File: src/rtl/gdc_pkg.sv
// ----------------------------------------------------------------------------
// gdc_pkg: shared types, constants and tables for the Gregorian date counter
// Field widths, opcodes, month tables and the controller/datapath links.
// ----------------------------------------------------------------------------
package gdc_pkg;

    localparam int YEAR_W       = 14;
    localparam int MONTH_W      = 4;
    localparam int DAY_W        = 5;
    localparam int EPOCH_W      = 22;
    localparam int ADV_W        = 16;
    // Bits of advance_days that count; kept at or below ADV_W
    localparam int ADVANCE_BITS = 16;
    // Century quotient of a 14-bit year
    localparam int CENT_W       = 8;
    // Wide enough for the epoch sum before the final truncation
    localparam int SUM_W        = EPOCH_W + 1;

    localparam logic [YEAR_W-1:0]  YEAR_MIN  = YEAR_W'(1);
    localparam logic [YEAR_W-1:0]  YEAR_MAX  = YEAR_W'(9999);
    localparam logic [MONTH_W-1:0] MONTH_MIN = MONTH_W'(1);
    localparam logic [MONTH_W-1:0] MONTH_FEB = MONTH_W'(2);
    localparam logic [MONTH_W-1:0] MONTH_MAX = MONTH_W'(12);
    localparam logic [DAY_W-1:0]   DAY_MIN   = DAY_W'(1);

    // y / 100 as (y * 5243) >> 19, exact for every 14-bit year
    localparam int DIV100_MUL   = 5243;
    localparam int DIV100_SHIFT = 19;
    localparam int DIV100_PW    = YEAR_W + 13;

    localparam int EPOCH_BIAS = 429;

    // Opcodes
    localparam logic OP_LOAD    = 1'b0;
    localparam logic OP_ADVANCE = 1'b1;

    typedef struct packed {
        logic               operation;
        logic [YEAR_W-1:0]  load_year;
        logic [MONTH_W-1:0] load_month;
        logic [DAY_W-1:0]   load_day;
        logic [ADV_W-1:0]   advance_days;
    } req_word_t;

    typedef struct packed {
        logic [YEAR_W-1:0]  cur_year;
        logic [MONTH_W-1:0] cur_month;
        logic [DAY_W-1:0]   cur_day;
        logic               is_leap;
        logic [EPOCH_W-1:0] days_since_epoch;
    } rsp_word_t;

    // Controller to datapath
    typedef struct packed {
        logic capture;     // take the request word
        logic div_epoch;   // divide the March-based year, else the current year
        logic div_en;      // register the century quotient
        logic set_leap;    // leap flag from year and quotient
        logic clamp_day;   // limit day to the month length
        logic step;        // advance one day
        logic sum_en;      // register the epoch day count
        logic out_load;    // hand the result to the output register
    } dp_cmd_t;

    // Datapath to controller
    typedef struct packed {
        logic count_zero;  // no days left to step
        logic year_roll;   // a step now would enter a new year
        logic out_free;    // output register can take a word
    } dp_status_t;

    // Days in month m (1..12)
    function automatic logic [DAY_W-1:0] month_len(input logic leap,
                                                   input logic [MONTH_W-1:0] m);
        logic [DAY_W-1:0] len;
        case (m)
            4'd2:                len = leap ? DAY_W'(29) : DAY_W'(28);
            4'd4, 4'd6, 4'd9, 4'd11: len = DAY_W'(30);
            default:             len = DAY_W'(31);
        endcase
        return len;
    endfunction

    // (306 * (m' + 1)) / 10 with January and February as months 13 and 14
    function automatic logic [8:0] month_offset(input logic [MONTH_W-1:0] m);
        logic [8:0] off;
        case (m)
            4'd1:    off = 9'd428;
            4'd2:    off = 9'd459;
            4'd3:    off = 9'd122;
            4'd4:    off = 9'd153;
            4'd5:    off = 9'd183;
            4'd6:    off = 9'd214;
            4'd7:    off = 9'd244;
            4'd8:    off = 9'd275;
            4'd9:    off = 9'd306;
            4'd10:   off = 9'd336;
            4'd11:   off = 9'd367;
            default: off = 9'd397;
        endcase
        return off;
    endfunction

endpackage

File: src/rtl/gdc_req_if.sv
// ----------------------------------------------------------------------------
// gdc_req_if: request channel of the date counter
// Valid/ready handshake carrying one command word.
// ----------------------------------------------------------------------------
interface gdc_req_if;

    logic                         valid;
    logic                         ready;
    logic                         operation;
    logic [gdc_pkg::YEAR_W-1:0]   load_year;
    logic [gdc_pkg::MONTH_W-1:0]  load_month;
    logic [gdc_pkg::DAY_W-1:0]    load_day;
    logic [gdc_pkg::ADV_W-1:0]    advance_days;

    modport source (
        output valid, operation, load_year, load_month, load_day, advance_days,
        input  ready
    );

    modport sink (
        input  valid, operation, load_year, load_month, load_day, advance_days,
        output ready
    );

endinterface

File: src/rtl/gdc_rsp_if.sv
// ----------------------------------------------------------------------------
// gdc_rsp_if: response channel of the date counter
// Valid/ready handshake carrying one date word.
// ----------------------------------------------------------------------------
interface gdc_rsp_if;

    logic                         valid;
    logic                         ready;
    logic [gdc_pkg::YEAR_W-1:0]   cur_year;
    logic [gdc_pkg::MONTH_W-1:0]  cur_month;
    logic [gdc_pkg::DAY_W-1:0]    cur_day;
    logic                         is_leap;
    logic [gdc_pkg::EPOCH_W-1:0]  days_since_epoch;

    modport source (
        output valid, cur_year, cur_month, cur_day, is_leap, days_since_epoch,
        input  ready
    );

    modport sink (
        input  valid, cur_year, cur_month, cur_day, is_leap, days_since_epoch,
        output ready
    );

endinterface

File: src/rtl/gregorian_date_counter.sv
// ----------------------------------------------------------------------------
// gregorian_date_counter: Gregorian calendar day counter
// Load: year divide, leap flag, day clamp, then epoch divide and sum. Advance
// by N days: N day steps (leap flag refresh through the century divider at
// each new year), then epoch divide and sum. One word in flight; the next word
// is accepted while a result waits. Reset (async, rst_n low) sets 0001-01-01,
// not leap, no result pending.
module gregorian_date_counter (
    input  logic       clk,
    input  logic       rst_n,
    gdc_req_if.sink    req,
    gdc_rsp_if.source  rsp
);

    gdc_pkg::req_word_t  req_word;
    gdc_pkg::rsp_word_t  rsp_word;
    gdc_pkg::dp_cmd_t    cmd;
    gdc_pkg::dp_status_t status;

    assign req_word.operation    = req.operation;
    assign req_word.load_year    = req.load_year;
    assign req_word.load_month   = req.load_month;
    assign req_word.load_day     = req.load_day;
    assign req_word.advance_days = req.advance_days;

    gdc_ctrl u_ctrl (
        .clk       (clk),
        .rst_n     (rst_n),
        .req_valid (req.valid),
        .req_op    (req.operation),
        .req_ready (req.ready),
        .status    (status),
        .cmd       (cmd)
    );

    gdc_datapath u_datapath (
        .clk       (clk),
        .rst_n     (rst_n),
        .req_word  (req_word),
        .cmd       (cmd),
        .status    (status),
        .rsp_ready (rsp.ready),
        .rsp_valid (rsp.valid),
        .rsp_word  (rsp_word)
    );

    assign rsp.cur_year         = rsp_word.cur_year;
    assign rsp.cur_month        = rsp_word.cur_month;
    assign rsp.cur_day          = rsp_word.cur_day;
    assign rsp.is_leap          = rsp_word.is_leap;
    assign rsp.days_since_epoch = rsp_word.days_since_epoch;

endmodule

File: src/rtl/gdc_datapath.sv
// ----------------------------------------------------------------------------
// gdc_datapath: date registers, day stepper, century divider, epoch adder
// Acts on commands from the controller, reports status back.
// ----------------------------------------------------------------------------
module gdc_datapath (
    input  logic                 clk,
    input  logic                 rst_n,
    input  gdc_pkg::req_word_t   req_word,
    input  gdc_pkg::dp_cmd_t     cmd,
    output gdc_pkg::dp_status_t  status,
    input  logic                 rsp_ready,
    output logic                 rsp_valid,
    output gdc_pkg::rsp_word_t   rsp_word
);

    logic [gdc_pkg::YEAR_W-1:0]       year_reg,  year_next;
    logic [gdc_pkg::MONTH_W-1:0]      month_reg, month_next;
    logic [gdc_pkg::DAY_W-1:0]        day_reg,   day_next;
    logic                             leap_reg,  leap_next;
    logic [gdc_pkg::ADVANCE_BITS-1:0] count_reg, count_next;
    logic [gdc_pkg::CENT_W-1:0]       cent_reg;
    logic [gdc_pkg::EPOCH_W-1:0]      epoch_reg;
    logic                             out_valid_reg;
    gdc_pkg::rsp_word_t               out_reg;

    logic [gdc_pkg::DAY_W-1:0]        cur_len;
    logic                             month_end;
    logic [gdc_pkg::YEAR_W-1:0]       year_adj;
    logic [gdc_pkg::YEAR_W-1:0]       div_in;
    logic [gdc_pkg::DIV100_PW-1:0]    div_prod;
    logic [gdc_pkg::YEAR_W:0]         cent_x100;
    logic                             leap_calc;
    logic [gdc_pkg::SUM_W-1:0]        epoch_sum;
    logic [gdc_pkg::YEAR_W-1:0]       ld_year;
    logic [gdc_pkg::MONTH_W-1:0]      ld_month;
    logic [gdc_pkg::DAY_W-1:0]        ld_day;

    // Load-field range limits
    always_comb
    begin
        if (req_word.load_year < gdc_pkg::YEAR_MIN)
            ld_year = gdc_pkg::YEAR_MIN;
        else if (req_word.load_year > gdc_pkg::YEAR_MAX)
            ld_year = gdc_pkg::YEAR_MAX;
        else
            ld_year = req_word.load_year;

        if (req_word.load_month < gdc_pkg::MONTH_MIN)
            ld_month = gdc_pkg::MONTH_MIN;
        else if (req_word.load_month > gdc_pkg::MONTH_MAX)
            ld_month = gdc_pkg::MONTH_MAX;
        else
            ld_month = req_word.load_month;

        ld_day = (req_word.load_day < gdc_pkg::DAY_MIN) ? gdc_pkg::DAY_MIN
                                                         : req_word.load_day;
    end

    // Day stepper status
    assign cur_len   = gdc_pkg::month_len(leap_reg, month_reg);
    assign month_end = (day_reg >= cur_len);

    // Century quotient by reciprocal multiply
    assign year_adj = (month_reg <= gdc_pkg::MONTH_FEB) ? (year_reg - gdc_pkg::YEAR_MIN)
                                                         : year_reg;
    assign div_in   = cmd.div_epoch ? year_adj : year_reg;
    assign div_prod = gdc_pkg::DIV100_PW'(div_in) *
                      gdc_pkg::DIV100_PW'(gdc_pkg::DIV100_MUL);

    // Leap rule from year and its registered century quotient
    assign cent_x100 = (gdc_pkg::YEAR_W+1)'(cent_reg) * (gdc_pkg::YEAR_W+1)'(100);
    assign leap_calc = (year_reg[1:0] == 2'b00) &&
                       ((cent_x100 != {1'b0, year_reg}) || (cent_reg[1:0] == 2'b00));

    // Day count since the epoch, March-based year
    assign epoch_sum = gdc_pkg::SUM_W'(year_adj) * gdc_pkg::SUM_W'(365)
                     + gdc_pkg::SUM_W'(year_adj >> 2)
                     - gdc_pkg::SUM_W'(cent_reg)
                     + gdc_pkg::SUM_W'(cent_reg >> 2)
                     + gdc_pkg::SUM_W'(gdc_pkg::month_offset(month_reg))
                     + gdc_pkg::SUM_W'(day_reg)
                     - gdc_pkg::SUM_W'(gdc_pkg::EPOCH_BIAS);

    // Date register updates
    always_comb
    begin
        year_next  = year_reg;
        month_next = month_reg;
        day_next   = day_reg;
        leap_next  = leap_reg;
        count_next = count_reg;
        if (cmd.capture)
        begin
            if (req_word.operation == gdc_pkg::OP_LOAD)
            begin
                year_next  = ld_year;
                month_next = ld_month;
                day_next   = ld_day;
            end
            else
                count_next = req_word.advance_days[gdc_pkg::ADVANCE_BITS-1:0];
        end
        if (cmd.set_leap)
            leap_next = leap_calc;
        if (cmd.clamp_day && (day_reg > cur_len))
            day_next = cur_len;
        if (cmd.step)
        begin
            count_next = count_reg - gdc_pkg::ADVANCE_BITS'(1);
            if (!month_end)
                day_next = day_reg + gdc_pkg::DAY_MIN;
            else
            begin
                day_next = gdc_pkg::DAY_MIN;
                if (month_reg == gdc_pkg::MONTH_MAX)
                begin
                    month_next = gdc_pkg::MONTH_MIN;
                    year_next  = (year_reg == gdc_pkg::YEAR_MAX) ? gdc_pkg::YEAR_MIN
                                                                  : year_reg + gdc_pkg::YEAR_MIN;
                end
                else
                    month_next = month_reg + gdc_pkg::MONTH_MIN;
            end
        end
    end

    always_ff @(posedge clk or negedge rst_n)
    begin
        if (!rst_n)
        begin
            year_reg      <= gdc_pkg::YEAR_MIN;
            month_reg     <= gdc_pkg::MONTH_MIN;
            day_reg       <= gdc_pkg::DAY_MIN;
            leap_reg      <= 1'b0;
            count_reg     <= '0;
            out_valid_reg <= 1'b0;
        end
        else
        begin
            year_reg  <= year_next;
            month_reg <= month_next;
            day_reg   <= day_next;
            leap_reg  <= leap_next;
            count_reg <= count_next;
            if (cmd.out_load)
                out_valid_reg <= 1'b1;
            else if (rsp_ready)
                out_valid_reg <= 1'b0;
        end
    end

    // Payload registers
    always_ff @(posedge clk)
    begin
        if (cmd.div_en)
            cent_reg <= div_prod[gdc_pkg::DIV100_SHIFT +: gdc_pkg::CENT_W];
        if (cmd.sum_en)
            epoch_reg <= epoch_sum[gdc_pkg::EPOCH_W-1:0];
        if (cmd.out_load)
        begin
            out_reg.cur_year         <= year_reg;
            out_reg.cur_month        <= month_reg;
            out_reg.cur_day          <= day_reg;
            out_reg.is_leap          <= leap_reg;
            out_reg.days_since_epoch <= epoch_reg;
        end
    end

    assign status.count_zero = (count_reg == '0);
    assign status.year_roll  = month_end && (month_reg == gdc_pkg::MONTH_MAX);
    assign status.out_free   = !out_valid_reg || rsp_ready;

    assign rsp_valid = out_valid_reg;
    assign rsp_word  = out_reg;

endmodule

File: src/rtl/gdc_ctrl.sv
// ----------------------------------------------------------------------------
// gdc_ctrl: sequencer of the date counter
// Walks load, step, leap and epoch phases and issues datapath commands.
// ----------------------------------------------------------------------------
module gdc_ctrl (
    input  logic                 clk,
    input  logic                 rst_n,
    input  logic                 req_valid,
    input  logic                 req_op,
    output logic                 req_ready,
    input  gdc_pkg::dp_status_t  status,
    output gdc_pkg::dp_cmd_t     cmd
);

    localparam logic [3:0] S_IDLE  = 4'd0;
    localparam logic [3:0] S_DIVY  = 4'd1;
    localparam logic [3:0] S_LEAP  = 4'd2;
    localparam logic [3:0] S_CLAMP = 4'd3;
    localparam logic [3:0] S_STEP  = 4'd4;
    localparam logic [3:0] S_DIVE  = 4'd5;
    localparam logic [3:0] S_SUM   = 4'd6;
    localparam logic [3:0] S_DONE  = 4'd7;

    logic [3:0] state_reg, state_next;
    logic       mode_reg,  mode_next;
    logic       accept;

    assign req_ready = (state_reg == S_IDLE);
    assign accept    = req_valid && req_ready;

    // Next state and commands
    always_comb
    begin
        state_next = state_reg;
        mode_next  = mode_reg;
        cmd        = '0;
        unique case (state_reg)
            S_IDLE:
            begin
                if (accept)
                begin
                    cmd.capture = 1'b1;
                    mode_next   = req_op;
                    state_next  = (req_op == gdc_pkg::OP_LOAD) ? S_DIVY : S_STEP;
                end
            end
            S_DIVY:
            begin
                cmd.div_en = 1'b1;
                state_next = S_LEAP;
            end
            S_LEAP:
            begin
                cmd.set_leap = 1'b1;
                state_next   = (mode_reg == gdc_pkg::OP_LOAD) ? S_CLAMP : S_STEP;
            end
            S_CLAMP:
            begin
                cmd.clamp_day = 1'b1;
                state_next    = S_DIVE;
            end
            S_STEP:
            begin
                if (status.count_zero)
                    state_next = S_DIVE;
                else
                begin
                    cmd.step = 1'b1;
                    // new year: refresh the leap flag before the next step
                    if (status.year_roll)
                        state_next = S_DIVY;
                end
            end
            S_DIVE:
            begin
                cmd.div_epoch = 1'b1;
                cmd.div_en    = 1'b1;
                state_next    = S_SUM;
            end
            S_SUM:
            begin
                cmd.div_epoch = 1'b1;
                cmd.sum_en    = 1'b1;
                state_next    = S_DONE;
            end
            S_DONE:
            begin
                if (status.out_free)
                begin
                    cmd.out_load = 1'b1;
                    state_next   = S_IDLE;
                end
            end
            default:
                state_next = S_IDLE;
        endcase
    end

    always_ff @(posedge clk or negedge rst_n)
    begin
        if (!rst_n)
        begin
            state_reg <= S_IDLE;
            mode_reg  <= gdc_pkg::OP_LOAD;
        end
        else
        begin
            state_reg <= state_next;
            mode_reg  <= mode_next;
        end
    end

endmodule

File: src/flat_wrapper.sv
// flat-port wrapper written by rule: the top's interface ports become plain ports
module gregorian_date_counter_flat 
  (clk, rst_n, req_valid, req_operation, req_load_year, req_load_month, req_load_day, req_advance_days, req_ready, rsp_valid, rsp_cur_year, rsp_cur_month, rsp_cur_day, rsp_is_leap, rsp_days_since_epoch, rsp_ready);
  gdc_req_if req_i ();
  gdc_rsp_if rsp_i ();
  input  logic clk;
  input  logic rst_n;
  input wire logic [$bits(req_i.valid)-1:0] req_valid;
  input wire logic [$bits(req_i.operation)-1:0] req_operation;
  input wire logic [$bits(req_i.load_year)-1:0] req_load_year;
  input wire logic [$bits(req_i.load_month)-1:0] req_load_month;
  input wire logic [$bits(req_i.load_day)-1:0] req_load_day;
  input wire logic [$bits(req_i.advance_days)-1:0] req_advance_days;
  output wire logic [$bits(req_i.ready)-1:0] req_ready;
  output wire logic [$bits(rsp_i.valid)-1:0] rsp_valid;
  output wire logic [$bits(rsp_i.cur_year)-1:0] rsp_cur_year;
  output wire logic [$bits(rsp_i.cur_month)-1:0] rsp_cur_month;
  output wire logic [$bits(rsp_i.cur_day)-1:0] rsp_cur_day;
  output wire logic [$bits(rsp_i.is_leap)-1:0] rsp_is_leap;
  output wire logic [$bits(rsp_i.days_since_epoch)-1:0] rsp_days_since_epoch;
  input wire logic [$bits(rsp_i.ready)-1:0] rsp_ready;
  assign req_i.valid = req_valid;
  assign req_i.operation = req_operation;
  assign req_i.load_year = req_load_year;
  assign req_i.load_month = req_load_month;
  assign req_i.load_day = req_load_day;
  assign req_i.advance_days = req_advance_days;
  assign req_ready = req_i.ready;
  assign rsp_valid = rsp_i.valid;
  assign rsp_cur_year = rsp_i.cur_year;
  assign rsp_cur_month = rsp_i.cur_month;
  assign rsp_cur_day = rsp_i.cur_day;
  assign rsp_is_leap = rsp_i.is_leap;
  assign rsp_days_since_epoch = rsp_i.days_since_epoch;
  assign rsp_i.ready = rsp_ready;
  gregorian_date_counter u_core (.clk(clk), .rst_n(rst_n), .req(req_i), .rsp(rsp_i));
endmodule
File: config.mk
export PLATFORM = sky130hd
export DESIGN_NAME = gregorian_date_counter_flat
export DESIGN_NICKNAME = d
export VERILOG_FILES = /design/src/rtl/gdc_pkg.sv /design/src/rtl/gdc_req_if.sv /design/src/rtl/gdc_rsp_if.sv /design/src/rtl/gregorian_date_counter.sv /design/src/rtl/gdc_datapath.sv /design/src/rtl/gdc_ctrl.sv /design/src/flat_wrapper.sv
export SDC_FILE = /design/constraint.sdc
export NUM_CORES = 1
export LEC_CHECK = 0
export BUFFER_PORTS_ARGS = -buffer_cell sky130_fd_sc_hd__buf_2
export CAP_MARGIN = 20
export CELL_PAD_IN_SITES_DETAIL_PLACEMENT = 1
export CELL_PAD_IN_SITES_GLOBAL_PLACEMENT = 1
export CORE_MARGIN = 10
export CORE_UTILIZATION = 50
export CTS_BUF_LIST = sky130_fd_sc_hd__clkbuf_2
export DETAILED_ROUTE_END_ITERATION = 6
export PLACE_DENSITY = 0.81
export SLEW_MARGIN = 20
export SYNTH_ARGS = -nofsm -noshare
export SYNTH_HDL_FRONTEND = slang
export SYNTH_SLANG_ARGS = --single-unit
File: constraint.sdc
create_clock -name clk -period 13.7 [get_ports clk]
set_input_delay 0.685 -clock clk [delete_from_list [all_inputs] [get_ports clk]]
set_output_delay 0.685 -clock clk [all_outputs]
set_load 0.02 [all_outputs]
* Word-level counts from Yosys, hierarchy flattened
Memories as Yosys holds them, arrays and structs flattened.
Index checks and enable logic that the tools add are counted.
** Storage, ports and cells
- Memory bits (read-only) :: 144
- Memories kept :: 1
- Register bits :: 122
- Input bits :: 44
- Logic and storage cells :: 127
** Memories
- (no name shown) :: depth 16, width 9, rd ports 1, clocked after Yosys merged registers in 0, wr ports 0, line gdc_pkg.sv:87 : case (m)
** Cells by class
- Reductions and logical operators :: 22
- Add/sub/neg operators :: 11
- Muxes and demuxes :: 48
- Order comparisons :: 8
- Multiply operators :: 3
- Eq/ne operators :: 19
** Operators with widths (number)
- $mux W14 :: 10
- $mux W16 :: 3
- $mux W4 :: 11
- $pmux W4 S8 :: 1
- $mux W5 :: 6
- $mul A14 B13 Y27 const B :: 1
- $eq A4 B3 Y1 const B :: 6
- $add A22 B12 Y22 :: 1
- $add A22 B5 Y22 :: 1
- $add A22 B6 Y22 :: 1
- $add A22 B9 Y22 :: 1
- $mul A14 B9 Y22 const B :: 1
- $sub A22 B8 Y22 :: 1
- $sub A22 B9 Y22 const B :: 1
- $logic_not A16 Y1 :: 1
- $sub A16 B1 Y16 const B :: 1
- $ne A15 B14 Y1 :: 1
- $add A14 B1 Y14 const B :: 1
- $eq A14 B14 Y1 const B :: 1
- $gt A14 B14 Y1 const B :: 1
- $lt A14 B1 Y1 const B :: 1
- $mux W1 :: 14
- $sub A14 B1 Y14 const B :: 1
- $mul A8 B5 Y13 const B :: 1
- other kinds (26) :: 43

* Depth between registers and ports, before layout
Gate-level depths: netlist of the first run.
- Depth in word-level cells :: 9
- Mapped depth :: 26

* Hierarchy
From an unflattened synthesis of the first run, not the netlist that was laid out.
** Second synthesis, totals
- Cells, all modules :: 1479
- Area total of the unflattened synthesis :: 14541.4 µm²
** By module, submodules not included
- gdc_datapath :: cells an instance 1443, area each 14203.6 µm², instances 1, seq. area each 3311.9 µm²
- gdc_ctrl :: cells an instance 36, area each 337.8 µm², instances 1, seq. area each 100.1 µm²

* Worst setup path after synthesis of the first run
No wires, ideal clock.
- Path kind :: register to register
- From :: register u_core.u_datapath.year_reg[7] in the netlist's numbering
- To :: register u_core.u_datapath.cent_reg[7] in the netlist's numbering (data pin)
- Slack :: 6917 ps
- Data required time :: 13440 ps
- Arrival :: 6523 ps
- Cell stages (with the launch flop) :: 24
- Buffers on the path :: 3
- Setup time :: 260 ps
- Cells stage by stage :: dfrtp_1 buf_6 or4_1 clkbuf_2 nor3_1 nand2b_1 or3_1 nand2b_1 xnor2_1 fa_1 ha_1 fa_1 inv_1 fa_1 fa_1 inv_1 ha_1 and4_1 clkbuf_1 a21oi_1 a21oi_1 a2111oi_0 o21ai_0 xnor2_1
** Between the ends
- Longest elaborated chain between the ends :: 4
** RTL lines
- start: declaration :: line gdc_datapath.sv:16 : logic [gdc_pkg::YEAR_W-1:0] year_reg, year_next;
- start signal: assignment :: line gdc_datapath.sv:131 : year_reg <= gdc_pkg::YEAR_MIN;
- start signal: assignment :: line gdc_datapath.sv:140 : year_reg <= year_next;
- $sub A14 B1 Y14 :: line gdc_datapath.sv:64 : assign year_adj = (month_reg <= gdc_pkg::MONTH_FEB) ? (year_reg - gdc_pkg::YEAR_MIN)
- $mux W14 :: line gdc_datapath.sv:64
- $mux W14 * :: line gdc_datapath.sv:66 : assign div_in = cmd.div_epoch ? year_adj : year_reg;
- $mul A14 B13 Y27 * :: line gdc_datapath.sv:67 : assign div_prod = gdc_pkg::DIV100_PW'(div_in) *
- via u_core.u_datapath.div_prod (one bit) :: line gdc_datapath.sv:30 : logic [gdc_pkg::DIV100_PW-1:0] div_prod;
- end signal: assignment :: line gdc_datapath.sv:156 : cent_reg <= div_prod[gdc_pkg::DIV100_SHIFT +: gdc_pkg::CENT_W];
- end: declaration :: line gdc_datapath.sv:21 : logic [gdc_pkg::CENT_W-1:0] cent_reg;
The timed path passes the listed nets; every way through them passes the cells marked *.
A chain may end at the register's enable or synchronous reset.

* Worst setup path after layout of the first run
- From :: register u_core.u_datapath.month_reg[0] in the netlist's numbering
- To :: register u_core.u_datapath.epoch_reg[21] in the netlist's numbering (data pin)
** Between the ends
- Longest elaborated chain between the ends :: 9
- Elaborated cells on any way between the ends :: 10
- Classes of those cells :: add/sub: 6; mul: 1; order compare: 1; mux: 1; memory: 1
** RTL lines
- start: declaration :: line gdc_datapath.sv:17 : logic [gdc_pkg::MONTH_W-1:0] month_reg, month_next;
- start signal: assignment :: line gdc_datapath.sv:132 : month_reg <= gdc_pkg::MONTH_MIN;
- start signal: assignment :: line gdc_datapath.sv:141 : month_reg <= month_next;
- $le A4 B2 Y1 :: line gdc_datapath.sv:64
- $mux W14 :: line gdc_datapath.sv:64
- $mul A14 B9 Y22 :: line gdc_datapath.sv:76 : assign epoch_sum = gdc_pkg::SUM_W'(year_adj) * gdc_pkg::SUM_W'(365)
- $add A22 B12 Y22 :: line gdc_datapath.sv:77 : + gdc_pkg::SUM_W'(year_adj >> 2)
- $sub A22 B8 Y22 :: line gdc_datapath.sv:78 : - gdc_pkg::SUM_W'(cent_reg)
- $add A22 B6 Y22 :: line gdc_datapath.sv:79 : + gdc_pkg::SUM_W'(cent_reg >> 2)
- $add A22 B9 Y22 * :: line gdc_datapath.sv:80 : + gdc_pkg::SUM_W'(gdc_pkg::month_offset(month_reg))
- $add A22 B5 Y22 * :: line gdc_datapath.sv:81 : + gdc_pkg::SUM_W'(day_reg)
- $sub A22 B9 Y22 * :: line gdc_datapath.sv:82 : - gdc_pkg::SUM_W'(gdc_pkg::EPOCH_BIAS);
- via u_core.u_datapath.epoch_sum (one bit) :: line gdc_datapath.sv:33 : logic [gdc_pkg::SUM_W-1:0] epoch_sum;
- end signal: assignment :: line gdc_datapath.sv:158 : epoch_reg <= epoch_sum[gdc_pkg::EPOCH_W-1:0];
- end: declaration :: line gdc_datapath.sv:22 : logic [gdc_pkg::EPOCH_W-1:0] epoch_reg;
Marked as above.

==> flow_summary.toml, run 1 <==
[run_status]
run_status = "complete, no violations"

[sta]
rsz0062_at_grt = "no"
fin_crit_sh_pct = 58.9
clock_skew_ns = 0.0406
slew_viol_final = 0
hold_viol = 0
slew-limit-headroom_pct = 26.1
tightest_slew_ns = 1.08
setup_viol = 0
setup_tns_ns = 0
fmax_ghz = 0.124
finalCriticalPeriod_ns = 8.07

[logic_synthesis]
synth.cell_area_um2 = 14400
ys_warn_count = 0
ys_ff_latch = 121
synth_cell_types = 77
synth_cells = 1443
synth_ff_type = "edfxtp_1"
avgSynthCellArea_um2 = 9.99
synth_edf_count = 76
synth.yosys.seq_area_share_pct = 23.7
syn_nets = 1872
async_flop_share_pct = 37.2

[grt]
track_usage_pct = 21.9
grt_max_degree = 46
grt_remaining_overflow = 0
grt_pass1_vias = 11900
grt_pass1_wl_um = 62800
antenna_found_initial = 1

[cts]
cts_made_buffers = 17
path_clk_slew_ns = 0.21
cts_num_sinks = 121
cts_resized = 0
clockRootBuffer = "clkbuf_2"
ctsHoldBuffers = 1
cts_max_path_buffers = 2
cts_setup_buffers = 0
htree_levels = 4
insertion_delay_ns = 0.82
tritoncts = "done"

[place]
port_buffers = 91
dp_hpwl_um = 32000
gp_congestion = 0.911
place_area_um2 = 15200

[routing]
drt-total-wl_um = 38300
drt_iter0_drc = 478
drt-pass1-iter-count = 5
post_drt_wl_per_cell_um = 19.9
vias = 10700
remaining_drc_errors = 0
ant_nets = 0
routed_via_density = 5.58

[worst_hold_path]
worstHoldPathCells = 2
worstHoldStart = "req_advance_days[12]"
hp-class = "in -> reg"
min_to = "u_core.u_datapath.count_reg[12]$_DFFE_PN0P_"

[floorplan]
core_um2 = 28500
start_util_pct = 50.5
die_area_um2 = 36000
io_pins = 92
die_w_um = 190
die_height_um = 190
core.rowCount = 62

[critical_path]
cp.required_ns = 14.28
r2r-start = "u_core.u_datapath.month_reg[0]$_DFF_PN1_"
reg2reg_to = "u_core.u_datapath.epoch_reg[21]$_DFFE_PN_"
r2r_setup_slack_ns = 5.63
max_stage_delay_ns = 0.65
crit_top_cell = "inv_1"
crit_path_max_fanout = 8
crit_type = "reg -> reg"
start_kind = "register"
rr_worst_depth = 26
crit_slowest_cell = "dfstp_2"
cp-end-kind = "register"
cp.arrival_ns = 8.65

[cells_and_area]
largest_register_ffs = 46
fin_area_um2 = 15500
layout_common_cells = "inv_1 (307), ha_1 (240), fa_1 (145)"
final_common_cell = "inv_1"
syn_to_final_growth_pct = 7.38
layout-drive-gt1-share_pct = 9.70
nets = 1952

[flow_run]
drv_cap = 0
-- final cells by class --
cell class	count	area, um^2
Fill cell	3292	13100
Multi-Input combinational cell	979	9720
Sequential cell	121	3410
Inverter	308	1160
Timing Repair Buffer	96	500
Tap cell	384	480
Clock inverter	14	124
Clock buffer	18	90.1
Antenna cell	1	2.50
-- metal layers --
layer / vias up / GRT usage, % / part of all wire (%)
met1: 5484 / 26.5 / 41
li1: 4964 / - / -
met5: - / 0 / 0
met4: 0 / 7.78 / 2.6
met2: 204 / 38.9 / 52
met3: 66 / 3.28 / 3.5
-- cells by family after synthesis --
logic type | count (synthesis) | synth area share [%]
compound gates | 203 | 9.00
buf+inv | 343 | 9.12
simple gates | 284 | 10.4
xor+xnor | 93 | 5.88
mux | 14 | 0.972
fa+ha+maj | 385 | 41.0
flops | 121 | 23.7
-- metrics by stage --
| stage | std cells | setup slack (ns) | utilization [%] | hold WS, ns |
|---|---|---|---|---|
| after detailed placement | 1886 | 5.65 | 53.4 | 0.406 |
| after global routing | 1921 | 5.12 | 54.2 | 0.0281 |
| after CTS | 1919 | 5.60 | 54.2 | 0.0194 |
| final | 1921 | 5.63 | 54.2 | 0.0779 |
| after floorplan | 1443 | 6.92 | - | 0.389 |
| after global placement | 1886 | 5.95 | 53.4 | 0.402 |
-- synth_stat cells, types with 5 or more instances --
cell      number  share of area [%]
and2_1        11               0.48
nand2b_1      17               0.74
a211oi_1       9               0.47
a21o_1        11               0.57
and3_1        16               0.69
o21ai_0       51                1.8
fa_1         145                 20
o211ai_1       9               0.47
dfrtp_1       42                7.3
nand2_1       67                1.7
a221o_1        5               0.35
nor3_1        23               0.80
o21bai_1       8               0.42
ha_1         240                 21
nand4_1       15               0.65
nand3_1       27               0.94
xnor2_1       54                3.3
o21a_1         8               0.42
a31oi_1       11               0.48
a21oi_1       51                1.8
nor3b_1        7               0.36
nor2_1        48                1.2
nor4_1         8               0.35
nor2b_1        9               0.39
xor2_1        36                2.2
or3_1         11               0.48
mux2i_1       14               0.97
edfxtp_1      76                 16
buf_2          7               0.24
inv_1        307                8.0
clkbuf_1      23               0.60
-- critical path: cells and delay by family, from the launching register on --
family	cells	cell delay, ns
buffers and inverters	8	0.66
flip-flops	1	0.65
AND/OR/NAND/NOR	3	0.61
XOR/XNOR	2	0.67
adder cells (fa/ha/maj)	8	3.60
AO/OA/AOI/OAI	5	1.63
-- how the worst max path moves through the flow --
stage / start / end / slack, ns / cells after the start
final: u_core.u_datapath.month_reg[0]$_DFF_PN1_ / u_core.u_datapath.epoch_reg[21]$_DFFE_PN_ / 5.63 / 26
after global routing: u_core.u_datapath.month_reg[3]$_DFF_PN0_ / u_core.u_datapath.cent_reg[7]$_DFFE_PP_ / 5.12 / 20
after CTS: u_core.u_datapath.month_reg[3]$_DFF_PN0_ / u_core.u_datapath.cent_reg[7]$_DFFE_PP_ / 5.60 / 20
after detailed placement: u_core.u_datapath.month_reg[3]$_DFF_PN0_ / u_core.u_datapath.cent_reg[7]$_DFFE_PP_ / 5.65 / 20
after global placement: u_core.u_datapath.month_reg[3]$_DFF_PN0_ / u_core.u_datapath.cent_reg[7]$_DFFE_PP_ / 5.95 / 20
after floorplan: u_core.u_datapath.year_reg[7]$_DFF_PN0_ / u_core.u_datapath.cent_reg[7]$_DFFE_PP_ / 6.92 / 23
Power of run 1 is not shown: default switching activity piles up to over one toggle a cycle in this logic, so the estimate is an artifact.
==> inputs of run 2 (changes only) <==
- clock period: 13.7 -> 7.6 ns (I/O delays scaled with it)
==> flow_summary.toml, run 2 (synthesis gave the netlist of run 1 again) <==
[run_status]
run_status = "complete, no violations"

[sta]
rsz0062_at_grt = "yes"
finalCriticalPeriod_ns = 7.36
setup_tns_ns = 0
fmax_ghz = 0.136
slew_viol_final = 0
clock_skew_ns = 0.0567
slew-limit-headroom_pct = 40.2
fin_crit_sh_pct = 96.8
hold_viol = 0
tightest_slew_ns = 0.890
setup_viol = 0

[routing]
drt-total-wl_um = 39400
ant_nets = 0
remaining_drc_errors = 0
vias = 11000
post_drt_wl_per_cell_um = 19.8
drt_iter0_drc = 568
drt-pass1-iter-count = 5
routed_via_density = 5.52

[critical_path]
crit_path_max_fanout = 8
crit_top_cell = "inv_1"
cp.arrival_ns = 7.93
max_stage_delay_ns = 0.68
cp.required_ns = 8.17
start_kind = "register"
crit_slowest_cell = "dfstp_2"
cp_top_family = "adder cells"
critPathBufInv = 8
crit_type = "reg -> reg"
cp-end-kind = "register"

[floorplan]
core_um2 = 28500
core.rowCount = 62
die_w_um = 190
io_pins = 92
die_area_um2 = 36000
die_height_um = 190
start_util_pct = 50.5

[grt]
grt_pass1_wl_um = 63500
track_usage_pct = 22.1
grt_max_degree = 46
grt_pass1_vias = 12200
grt_remaining_overflow = 0
antenna_found_initial = 2

[cts]
tritoncts = "done"
clockRootBuffer = "clkbuf_2"
cts_max_path_buffers = 2
htree_levels = 4
cts_num_sinks = 121
path_clk_slew_ns = 0.24
insertion_delay_ns = 0.81
cts_made_buffers = 17

[cells_and_area]
largest_register_ffs = 46
finish.utilization_pct = 56.5
final_common_cell = "inv_1"
syn_to_final_growth_pct = 11.9
layout_common_cells = "inv_1 (307), ha_1 (240), fa_1 (145)"
instances_no_fill = 1986
nets = 2017
layout-drive-gt1-share_pct = 11.4

[flow_run]
drv_cap = 0

[place]
dp_hpwl_um = 31800
gp_congestion = 0.886
placed_cells = 1908
port_buffers = 91

[worst_hold_path]
hp-class = "in -> async"
[run 2: changes by cell type in the layout (fill, tap and decap cells not counted), sizes merged]
cell	change
clkinvlp	+2
bufinv	+1
clkinv	-2
clkbuf	-1
dlygate4sd3	+40
buf	+25
inv	-1
diode	+1
[run 2: metal layers]
layer | up-vias | part of all wire [%] | GRT usage (%)
met5 | - | 0 | 0
met4 | 0 | 2.6 | 7.84
met3 | 69 | 3.1 | 3.13
met2 | 226 | 52 | 39.4
met1 | 5575 | 42 | 26.7
li1 | 5095 | - | -
[run 2: path summary, 6_finish.rpt]
check                      slack, ns                                      from  depth (start not counted)                                         to
setup / recovery                0.24  u_core.u_datapath.month_reg[0]$_DFF_PN1_                         26  u_core.u_datapath.epoch_reg[21]$_DFFE_PN_
setup reg to reg                0.24  u_core.u_datapath.month_reg[0]$_DFF_PN1_                         26  u_core.u_datapath.epoch_reg[21]$_DFFE_PN_
min in group clk                0.13                           req_load_day[0]                          5   u_core.u_datapath.day_reg[0]$_DFFE_PN1P_
hold / removal                  0.11                                     rst_n                          2    u_core.u_datapath.year_reg[3]$_DFF_PN0_
max in group asynchronous       7.05                                     rst_n                          2   u_core.u_datapath.month_reg[1]$_DFF_PN0_
hold reg to reg                 0.43  u_core.u_datapath.epoch_reg[4]$_DFFE_PN_                          0    u_core.u_datapath.rsp_word[4]$_DFFE_PP_
[run 2: per-stage QoR]
step / hold WS [ns] / setup slack (ns) / cell area [um^2]
2_1_floorplan: 0.0844 / 0.817 / 14400
3_3_place_gp: 0.401 / 0.325 / 15400
3_5_place_dp: 0.406 / -0.121 / 15400
4_1_cts: 0.0309 / 0.0230 / 16100
5_1_grt: 0.0934 / -0.0780 / 16100
6_report: 0.107 / 0.243 / 16100
[run 2: worst register-to-register path, stage by stage, from the launching register on]
cell,delay [ns]
dfstp_2,0.68
inv_1,0.12
ha_1,0.28
nand2b_1,0.27
nand4_1,0.34
nor4_2,0.08
xnor2_1,0.30
inv_1,0.16
fa_1,0.50
inv_1,0.06
fa_1,0.53
inv_1,0.05
fa_1,0.50
inv_1,0.06
fa_1,0.47
inv_1,0.05
fa_1,0.53
inv_1,0.06
fa_1,0.53
inv_1,0.04
ha_1,0.20
a21oi_1,0.23
o21ai_0,0.15
a31oi_2,0.32
o21ai_1,0.24
a211oi_2,0.28
xnor2_1,0.11
[run 2: repair_timing]
item | 4_1_cts | 5_1_grt
buffers inserted | 0 | 3
gates resized for setup | 2 | 10
pin swaps | 0 | 1
hold buffers | 42 | 0
hold endpoints to repair | 84 | 0
setup endpoints to repair | 2 | 9
[run 2: cell type report]
| cell class | count | area, um^2 |
|---|---|---|
| Fill cell | 3230 | 12400 |
| Multi-Input combinational cell | 979 | 9760 |
| Sequential cell | 121 | 3410 |
| Inverter | 308 | 1160 |
| Timing Repair Buffer | 161 | 1090 |
| Tap cell | 384 | 480 |
| Clock inverter | 14 | 150 |
| Clock buffer | 17 | 85.1 |
| Antenna cell | 2 | 5.00 |
Power of run 2 is left out for the same reason.
==> inputs of run 3 (changes only) <==
- PLACE_DENSITY: 0.81 -> unset
- PLACE_DENSITY_LB_ADDON: unset -> 0.1
==> flow_summary.toml, run 3 (synthesis gave the netlist of run 1 again) <==
[critical_path]
crit_top_cell = "fa_1"
critPathBufInv = 4
crit_path_max_fanout = 8
max_stage_delay_ns = 0.55
cp.arrival_ns = 7.71
start_kind = "register"
cp-end-kind = "register"
crit_slowest_cell = "fa_1"
crit_type = "reg -> reg"
cp.required_ns = 8.12
cp_top_family = "adder cells"
crit_chain = "inv_1, ha_1, nand2b_2, nand4_1, or3_1, nor3_2, and3_1, xnor2_1, fa_1, ha_1, fa_1, inv_1, fa_1, fa_1, inv_1, ha_1, and4_1, a21oi_1, a21oi_1, a2111oi_1, buf_4, o21ai_0, xnor2_1"

[place]
port_buffers = 91
gp_congestion = 0.878
dp_hpwl_um = 30800

[sta]
setup_viol = 0
slew-limit-headroom_pct = 44.9
fin_crit_sh_pct = 94.5
fmax_ghz = 0.139
tightest_slew_ns = 0.826
slew_viol_final = 0
hold_ws_ns = 0.0827
hold_viol = 0
clock_skew_ns = 0.0586
finalCriticalPeriod_ns = 7.18

[floorplan]
io_pins = 92
die_area_um2 = 36000
start_util_pct = 50.5
die_height_um = 190
core.rowCount = 62
die_w_um = 190
core_um2 = 28500

[cells_and_area]
nets = 2019
largest_register_ffs = 46
finish.utilization_pct = 56.3
layout-drive-gt1-share_pct = 11.2
layout_common_cells = "inv_1 (307), ha_1 (240), fa_1 (145)"
final_common_cell = "inv_1"
syn_to_final_growth_pct = 11.4
nFillCells = 3260

[grt]
antenna_found_initial = 2
grt_max_degree = 46
grt_remaining_overflow = 0
track_usage_pct = 21.5
grt_pass1_wl_um = 62000
grt_pass1_vias = 11800

[cts]
htree_levels = 4
insertion_delay_ns = 0.78
cts_made_buffers = 17
cts_max_path_buffers = 2
cts_setup_buffers = 0
path_clk_slew_ns = 0.19
tritoncts = "done"
clockRootBuffer = "clkbuf_2"
cts_num_sinks = 121

[routing]
vias = 10700
remaining_drc_errors = 0
post_drt_wl_per_cell_um = 18.6
ant_nets = 0
drt-total-wl_um = 36900
drt_iter0_drc = 517
drt-pass1-iter-count = 4
routed_via_density = 5.39

[flow_run]
drv_cap = 0

[run_status]
run_status = "complete, no violations"

[worst_hold_path]
hp-class = "in -> reg"
==> run 3: changes by cell type in the layout (fill, tap and decap cells not counted), moves of 3 or more <==
cell	previous run	this run
clkinv_4	4	0
buf_4	29	32
clkbuf_2	17	22
inv_4	1	4
==> run 3: what timing repair did <==
action	4_1_cts	5_1_grt
resized for setup	0	6
hold endpoints to repair	80	0
endpoints found under the setup margin	0	9
hold buffers	40	0
==> run 3: per-stage QoR <==
stage	cell area (um^2)	worst slack [ns]	instances	setup TNS, ns
after floorplan	14400	0.817	1443	0
after global placement	15500	0.338	1915	0
after detailed placement	15500	0.225	1915	0
after CTS	16000	0.211	1987	0
after global routing	16100	-0.00522	1989	-0.00522
final	16100	0.418	1989	0
==> run 3: area by class of cell <==
cell class / instances / area [um^2] / share of cell area, %
clock inverter: 10 / 78.8 / 0.491
timing repair buffer: 163 / 1100 / 6.82
sequential: 121 / 3410 / 21.2
inverter: 308 / 1160 / 7.21
antenna: 2 / 5.00 / 0.0311
multi-input combinational: 979 / 9730 / 60.5
clock buffer: 22 / 110 / 0.685
tap: 384 / 480 / 2.99
==> run 3: worst min-delay path: cells and delay by family <==
| kind | cells | cell delay (ns) |
|---|---|---|
| compound gates | 2 | 0.19 |
| buf+inv | 1 | 0.09 |
| simple gates | 1 | 0.15 |
==> run 3: per-layer routing <==
layer / share of wire [%] / vias up / GRT usage (%)
li1: - / 5102 / -
met1: 45 / 5420 / 28.0
met2: 51 / 149 / 37.0
met3: 2.7 / 43 / 2.98
met4: 1.5 / 0 / 5.31
met5: 0 / - / 0
==> run 3: path summary, 6_finish.rpt <==
check | depth (start not counted) | startpoint | slack, ns | endpoint
min | 4 | req_load_month[1] | 0.08 | u_core.u_datapath.month_reg[1]$_DFF_PN0_
max in group asynchronous | 3 | rst_n | 6.93 | u_core.u_datapath.year_reg[13]$_DFF_PN0_
max reg2reg | 23 | u_core.u_datapath.month_reg[0]$_DFF_PN1_ | 0.42 | u_core.u_datapath.cent_reg[7]$_DFFE_PP_
max | 23 | u_core.u_datapath.month_reg[0]$_DFF_PN1_ | 0.42 | u_core.u_datapath.cent_reg[7]$_DFFE_PP_
min reg2reg | 0 | u_core.u_datapath.epoch_reg[6]$_DFFE_PN_ | 0.42 | u_core.u_datapath.rsp_word[6]$_DFFE_PP_
min in group asynchronous | 3 | rst_n | 0.21 | u_core.u_datapath.year_reg[4]$_DFF_PN0_
Power of run 3 is left out for the same reason.
